$ cat config.mk
export PLATFORM = sky130hd
export DESIGN_NAME = phrs_range_match
export DESIGN_NICKNAME = d
export VERILOG_FILES = /design/src/rtl/phrs_pkg.sv /design/src/rtl/phrs_range_match.sv
export SDC_FILE = /design/constraint.sdc
export NUM_CORES = 1
export LEC_CHECK = 0
export ABC_AREA = 1
export BUFFER_PORTS_ARGS = -buffer_cell sky130_fd_sc_hd__buf_2
export CORE_UTILIZATION = 40
export CTS_BUF_LIST = sky130_fd_sc_hd__clkbuf_16
export CTS_CLUSTER_SIZE = 14
export DETAILED_ROUTE_END_ITERATION = 8
export GPL_ROUTABILITY_DRIVEN = 0
export PLACE_DENSITY = 0.6
export SETUP_SLACK_MARGIN = 0.15
export SLEW_MARGIN = 20
export SYNTH_ARGS = -nofsm -noshare
export SYNTH_HDL_FRONTEND = slang
export SYNTH_SLANG_ARGS = --single-unit
export TNS_END_PERCENT = 30
$ cat constraint.sdc
create_clock -name clk -period 4 [get_ports clk]
set_input_delay 0.2 -clock clk [delete_from_list [all_inputs] [get_ports clk]]
set_output_delay 0.2 -clock clk [all_outputs]
set_load 0.01 [all_outputs]
$ cat src/rtl/phrs_pkg.sv
// Package for the partition halo row scan: field widths, codes and shared types.
`default_nettype none
package phrs_pkg;

  // Widths of the request and result fields.
  localparam int MODE_W  = 2;
  localparam int PART_W  = 4;
  localparam int IDX_W   = 20;
  localparam int ROW_W   = 12;
  localparam int MASK_W  = 16;
  localparam int COUNT_W = 13;

  // Packed stream widths, padded to whole bytes.
  localparam int IN_DATA_W  = 80;
  localparam int IN_USER_W  = 8;
  localparam int OUT_DATA_W = 32;

  // Configuration port.
  localparam int CFG_IDX_W  = 1;
  localparam int CFG_DATA_W = 5;

  localparam logic [CFG_IDX_W-1:0] CFG_PART_COUNT = 1'd0;
  localparam logic [CFG_IDX_W-1:0] CFG_OWN_BLOCK  = 1'd1;

  localparam logic [CFG_DATA_W-1:0] PART_COUNT_RESET = 5'd1;

  // Request modes.
  localparam logic [MODE_W-1:0] MODE_LOAD    = 2'd0;
  localparam logic [MODE_W-1:0] MODE_CLEAR   = 2'd1;
  localparam logic [MODE_W-1:0] MODE_NONZERO = 2'd2;
  localparam logic [MODE_W-1:0] MODE_QUERY   = 2'd3;

  // The halo counter saturates here.
  localparam logic [COUNT_W-1:0] COUNT_MAX = 13'd8191;

  // Write of one partition range into the range table.
  typedef struct packed {
    logic              en;
    logic [PART_W-1:0] idx;
    logic [IDX_W-1:0]  low;
    logic [IDX_W-1:0]  high;
  } range_wr_t;

endpackage
`default_nettype wire

$ cat src/rtl/phrs_range_match.sv
// Partition range table with one bounds comparator for each partition.
`default_nettype none
module phrs_range_match #(
  parameter int MAX_PARTS  = 16,
  parameter int INDEX_BITS = 20
) (
  input  wire                               clk,
  input  wire phrs_pkg::range_wr_t          wr,
  input  wire [phrs_pkg::CFG_DATA_W-1:0]    part_count,
  input  wire [phrs_pkg::IDX_W-1:0]         column,
  output logic [MAX_PARTS-1:0]              hit
);

  // Bounds and columns are cut to the index width.
  localparam int CW = (INDEX_BITS < phrs_pkg::IDX_W) ? INDEX_BITS : phrs_pkg::IDX_W;

  logic [CW-1:0] low_r  [MAX_PARTS];
  logic [CW-1:0] high_r [MAX_PARTS];
  logic [CW-1:0] col_cut;

  assign col_cut = column[CW-1:0];

  // A load to an index beyond the table matches no entry and is dropped.
  always_ff @(posedge clk) begin
    for (int p = 0; p < MAX_PARTS; p++) begin
      if (wr.en && (32'(wr.idx) == p)) begin
        low_r[p]  <= wr.low[CW-1:0];
        high_r[p] <= wr.high[CW-1:0];
      end
    end
  end

  // Entries at or above the part count are not in use.
  always_comb begin
    for (int p = 0; p < MAX_PARTS; p++) begin
      hit[p] = (32'(part_count) > p) && (col_cut >= low_r[p]) && (col_cut <= high_r[p]);
    end
  end

endmodule
`default_nettype wire

=== Yosys cells after proc, flatten, opt, wreduce, memory -nomap -nowiden ===
Memories as Yosys holds them, arrays and structs flattened.
Index checks and enable logic that the tools add are counted.

* Bits in writable memories: 640
* Register bits: 0
* Output and inout bits: 16
* Memories kept: 2
* Word-level logic and storage cells: 266
* Input bits: 71

* Equality and inequality tests: 15
* Mux-type cells: 122
* Reduce and logical (&&, ||, !) cells: 79
* Order comparisons: 48

{| class="wikitable"
|+ Memories
! memory !! depth !! bits a word !! read ports !! clocked after memory_dff !! write ports !! RTL line !! RTL
|-
| high_r || 16 || 20 || 16 || 0 || 1 || phrs_range_match.sv:18 || <nowiki>logic [CW-1:0] high_r [MAX_PARTS];</nowiki>
|-
| low_r || 16 || 20 || 16 || 0 || 1 || phrs_range_match.sv:17 || <nowiki>logic [CW-1:0] low_r [MAX_PARTS];</nowiki>
|}

{| class="wikitable"
|+ Operator list
! cell !! count
|-
| $mux 20 || 30
|-
| $reduce_or 20->1 || 30
|-
| $ge 20x20->1 || 16
|-
| $le 20x20->1 || 16
|-
| $mux 4 || 30
|-
| $mux 1 || 62
|-
| $logic_and 1x1->1 || 48
|-
| $gt 5x4->1 const B || 8
|-
| $eq 4x4->1 const B || 8
|-
| $gt 5x3->1 const B || 4
|-
| $eq 4x3->1 const B || 4
|-
| $gt 5x1->1 const B || 2
|-
| $gt 5x2->1 const B || 2
|-
| $eq 4x2->1 const B || 2
|-
| $eq 4x1->1 const B || 1
|-
| $logic_not 4->1 || 1
|}

=== Logic depth before layout (Yosys ltp) ===
* Depth in word-level cells: 20
* Mapped depth: 13
* Mapped depth without buffers: 13

=== Worst setup path after synthesis ===
Ideal clock, no wire load.

* Kind: input port to flip-flop
* Start point: input port wr[44] (netlist bit)
* End point: memory high_r[1][0] (netlist bit), enable pin
* Data required time: 3,513 ps
* Setup slack: 346 ps
* Setup time: 487 ps
* Path buffers: 0
* Data arrival time: 3,167 ps
* Stages: 2
* Path through: clkinv_1 > nor3_1

* Word-level cells in the longest chain between the ends: 19
* Elaborated cells between the ends (all ways): 93
* Classes of those cells: 62 x mux; 31 x reduce/logical

{| class="wikitable"
|+ RTL lines
! element !! RTL line !! RTL
|-
| from (decl) || phrs_range_match.sv:8 || <nowiki>input wire phrs_pkg::range_wr_t wr,</nowiki>
|-
| $logic_and 1x1->1 || phrs_range_match.sv:26 || <nowiki>if (wr.en && (32'(wr.idx) == p)) begin</nowiki>
|-
| $mux 1 || phrs_range_match.sv:26 ||
|-
| $mux 1 (not written as such) || phrs_range_match.sv:28 || <nowiki>high_r[p] <= wr.high[CW-1:0];</nowiki>
|-
| $reduce_or 20->1 (no line) || n/a ||
|-
| $mux 4 (no line) or $mux 1 (tied branches) (15 in a row) || n/a ||
|-
| to (decl) || phrs_range_match.sv:18 ||
|}

Parallel ways exist; a longest one is shown, timed or not.

==> impl_metrics.csv <==
group,metric,value,unit
synthesis,syn_nets,4542,
clocking,root_buffer,"sky130_fd_sc_hd__clkbuf_16",
synthesis,seq_area_frac_synth,0.5097,
global_route,vias_in_the_first_global_route,23898,
cells_and_area,syn_to_final_growth,12.45,%
critical_path,critical_path.most_common_cell,"sky130_fd_sc_hd__nand2_1",
global_route,globalRoute.busiestLayer,"met2",
pwr,power.density_cell_area,355.3,nW/um^2
floorplanning,fp.dieArea,95490,um^2
sta,worst_hold_slack,0.02802,ns
synthesis,syn_avg_cell_area,9.842,um^2
detailed_routing,routed_wl,92290,um
pwr,net-switching-power,3.703,mW
detailed_routing,drt_first_iter_violations,1695,
floorplanning,die_y,309.0,um
sta,maxSlewHeadroom,0.2536,
synthesis,synthesis.instances,3831,
critical_path,worstSetupEndpointType,"output pin",
pwr,irDropWorstVdd,0.2211,mV
global_route,grt.total_usage,0.1977,
sta,setup_tns_final,0,ns
detailed_routing,vias,25275,
floorplanning,rows,112,
detailed_routing,detail_route.first_pass.iterations,5,
synthesis,synth_area_leaders,"sky130_fd_sc_hd__edfxtp_1 (51%), sky130_fd_sc_hd__ha_1 (21%), sky130_fd_sc_hd__nand2_1 (9.7%)",
clocking,tritoncts_num_sinks,640,
synthesis,synthDistinctLibCells,21,
floorplanning,io-pin-count,87,
global_route,grt_antenna_before_repair,4,
synthesis,post_synth_instance_area,37700,um^2
pwr,power.clock.fraction,0.393,
detailed_routing,via_per_inst,4.715,
floorplanning,initial_utilization,0.4040,
pwr,power_switching_share,0.2458,
global_route,globalRoute.totalOverflow,0,
place,dpl.hpwl,64430,um
clocking,total_cts_buffers,69,
clocking,clockBufferDepth,3,
detailed_routing,final_antenna_net_count,0,
cells_and_area,drive_gt1_frac,0.08435,
cells_and_area,fin_nets,4768,
critical_path,critical_path.max_stage_delay,0.42,ns
global_route,grt_start_max_net_pins,41,
sta,fmax,0.3269,GHz
place,buffers_added_on_ports,86,
sta,report.final.hold_viol_count,0,
synthesis,total_of_flip_flops_plus_latches_after_synthesis,640,
floorplanning,die_width,309.0,um
pwr,internal_power,11.36,mW
global_route,grt_first_pass_wirelength,139400,um
global_route,met3_usage,0.03337,
sta,rsz0062_at_grt,"no",
detailed_routing,drc,0,
critical_path,path_cells,"inv_1 -> ha_1 -> nand2_1 -> nor2_1 -> nand2_1 -> nor2_1 -> nand2_1 -> nand4_1 -> nand2_1 -> nor2_1 -> buf_2",
clocking,cts_repair_resize_count,0,
pwr,power,15.06,mW
cells_and_area,final_core_utilization,0.4543,
synthesis,synth_largest_area_cell,"sky130_fd_sc_hd__edfxtp_1",
clocking,ctsHoldBuffers,3,
pwr,total_leakage_power,20.86,nW
clocking,htree_num_levels,3,
clocking,clock_pin_transition_on_the_worst_setup_and_hold_timing_paths,0.06,ns
run,max_cap_viol_count,0,
sta,setup_viol,0,
synthesis,yosys_warnings,0,
status,outcome,"finished, final reports clean",
sta,finalWorstPathRequiredPeriod,3.059,ns
detailed_routing,route.detailed.wl_per_inst,17.22,um
sta,slew_violations,0,
floorplanning,coreArea,93330,um^2
pwr,p_comb_frac,0.106,
critical_path,worst_path_max_delay_cell,"sky130_fd_sc_hd__nor2_1",
clocking,tritoncts,"built",
min_path,min_path_type,"in -> reg",
critical_path,timing_worst_setup_path_type,"reg -> out",
clocking,cts_setup_buffers,0,
sta,worst_slew_pin_slew,1.117,ns
critical_path,worst-endpoint-arrival,2.86,ns
critical_path,crit_path_start_kind,"flop",
pwr,p_seq_frac,0.501,
synthesis,synth_largest_type_area_fraction,0.5097,
sta,period_share,0.7648,
cells_and_area,fillerInstances,8760,
critical_path,critPathMaxFanout,2,
global_route,met1_usage,0.2694,
critical_path,crit_required,3.80,ns
global_route,met2_usage,0.3217,
area by class of cell:
| cell class | instances | area, um^2 | area share |
|---|---|---|---|
| antenna | 4 | 10.01 | 0.0002361 |
| clock buffer | 73 | 1827 | 0.04309 |
| clock inverter | 43 | 206.4 | 0.004869 |
| inverter | 921 | 3457 | 0.08154 |
| multi-input combinational | 2270 | 15130 | 0.3568 |
| sequential | 640 | 19220 | 0.4533 |
| tap | 1254 | 1569 | 0.03701 |
| timing repair buffer | 155 | 980.9 | 0.02314 |
power groups by stage:
stage	clock network, mW	registers [mW]	logic [mW]
3_5_place_dp	0	7.69	1.60
5_1_grt	6.27	7.56	1.83
3_3_place_gp	0	7.69	1.56
2_1_floorplan	0	7.69	0.878
6_report	5.93	7.55	1.59
4_1_cts	6.06	7.55	1.61
critical path: cells and delay by family (launching register included):
kind          cells  cell delay, ns
flops             1            0.32
fa+ha+maj         1            0.28
simple gates      8            1.36
buf+inv           2            0.28
cell usage after synthesis:
cell type and instances:
sky130_fd_sc_hd__nor2_1 230, sky130_fd_sc_hd__inv_2 5, sky130_fd_sc_hd__nor3_1 8, sky130_fd_sc_hd__o21bai_1 17
sky130_fd_sc_hd__a21o_1 33, sky130_fd_sc_hd__a31oi_1 2, sky130_fd_sc_hd__nand2_2 25, sky130_fd_sc_hd__clkinv_1 1
sky130_fd_sc_hd__a21oi_1 206, sky130_fd_sc_hd__ha_1 640, sky130_fd_sc_hd__a21boi_0 1, sky130_fd_sc_hd__nor2_4 15
sky130_fd_sc_hd__nor2_2 45, sky130_fd_sc_hd__edfxtp_1 640, sky130_fd_sc_hd__nand2_1 972, sky130_fd_sc_hd__inv_1 915
sky130_fd_sc_hd__o21a_1 1, sky130_fd_sc_hd__nand4_1 24, sky130_fd_sc_hd__nand3_1 25, sky130_fd_sc_hd__o21ai_0 23
sky130_fd_sc_hd__nor4_2 3
layer usage:
| layer | share of wire | up-vias | wire length, um |
|---|---|---|---|
| met5 | 0.00014 | - | 13 |
| met4 | 0.023 | 2 | 2144 |
| met3 | 0.069 | 116 | 6324 |
| met2 | 0.45 | 548 | 41730 |
| met1 | 0.46 | 11813 | 42080 |
| li1 | - | 12796 | - |
sequential cells by signal, summed over array words and instances, names as in the netlist:
signal / count
low_r: 320
high_r: 320
cells in the final DEF, fill, tap and decap left out, types with 4 or more instances in the layout:
cell type	count
sky130_fd_sc_hd__nand4_1	24
sky130_fd_sc_hd__diode_2	4
sky130_fd_sc_hd__clkinv_1	18
sky130_fd_sc_hd__clkbuf_16	73
sky130_fd_sc_hd__buf_2	86
sky130_fd_sc_hd__buf_4	64
sky130_fd_sc_hd__clkinv_2	9
sky130_fd_sc_hd__o21bai_1	17
sky130_fd_sc_hd__nor2_2	45
sky130_fd_sc_hd__inv_1	929
sky130_fd_sc_hd__nand2_2	25
sky130_fd_sc_hd__nor3_2	8
sky130_fd_sc_hd__edfxtp_1	640
sky130_fd_sc_hd__inv_2	5
sky130_fd_sc_hd__nand3_1	25
sky130_fd_sc_hd__a21o_1	33
sky130_fd_sc_hd__nor2_4	23
sky130_fd_sc_hd__a21oi_1	206
sky130_fd_sc_hd__ha_1	640
sky130_fd_sc_hd__nand2_1	972
sky130_fd_sc_hd__o21ai_0	23
sky130_fd_sc_hd__nor2_1	222
worst paths after layout:
check | startpoint | to | slack, ns | cells after the start
hold / removal | wr[39] | low_r[0][39]$_DFFE_PP_ | 0.03 | 1
setup / recovery | low_r[0][127]$_DFFE_PP_ | hit[6] | 0.94 | 11
cell families after synthesis:
group                      after synthesis  share of synthesized area
AOI/OAI and AO/OA                      283                    0.04108
buffers and inverters                  921                    0.09169
adders and majority gates              640                     0.2124
and+or+nand+nor                       1347                     0.1451
DFF                                    640                     0.5097
metrics by stage:
| stage | area [um^2] | cells | worst slack (ns) |
|---|---|---|---|
| 6_report | 42400 | 5360 | 0.9408 |
| 5_1_grt | 42390 | 5356 | 0.8178 |
| 4_1_cts | 42390 | 5356 | 0.9750 |
| 3_5_place_dp | 40320 | 5237 | 1.200 |
| 3_3_place_gp | 40320 | 5237 | 1.180 |
| 2_1_floorplan | 37700 | 3831 | 0.3459 |
Note: power is estimated with default switching activity, not from simulation.
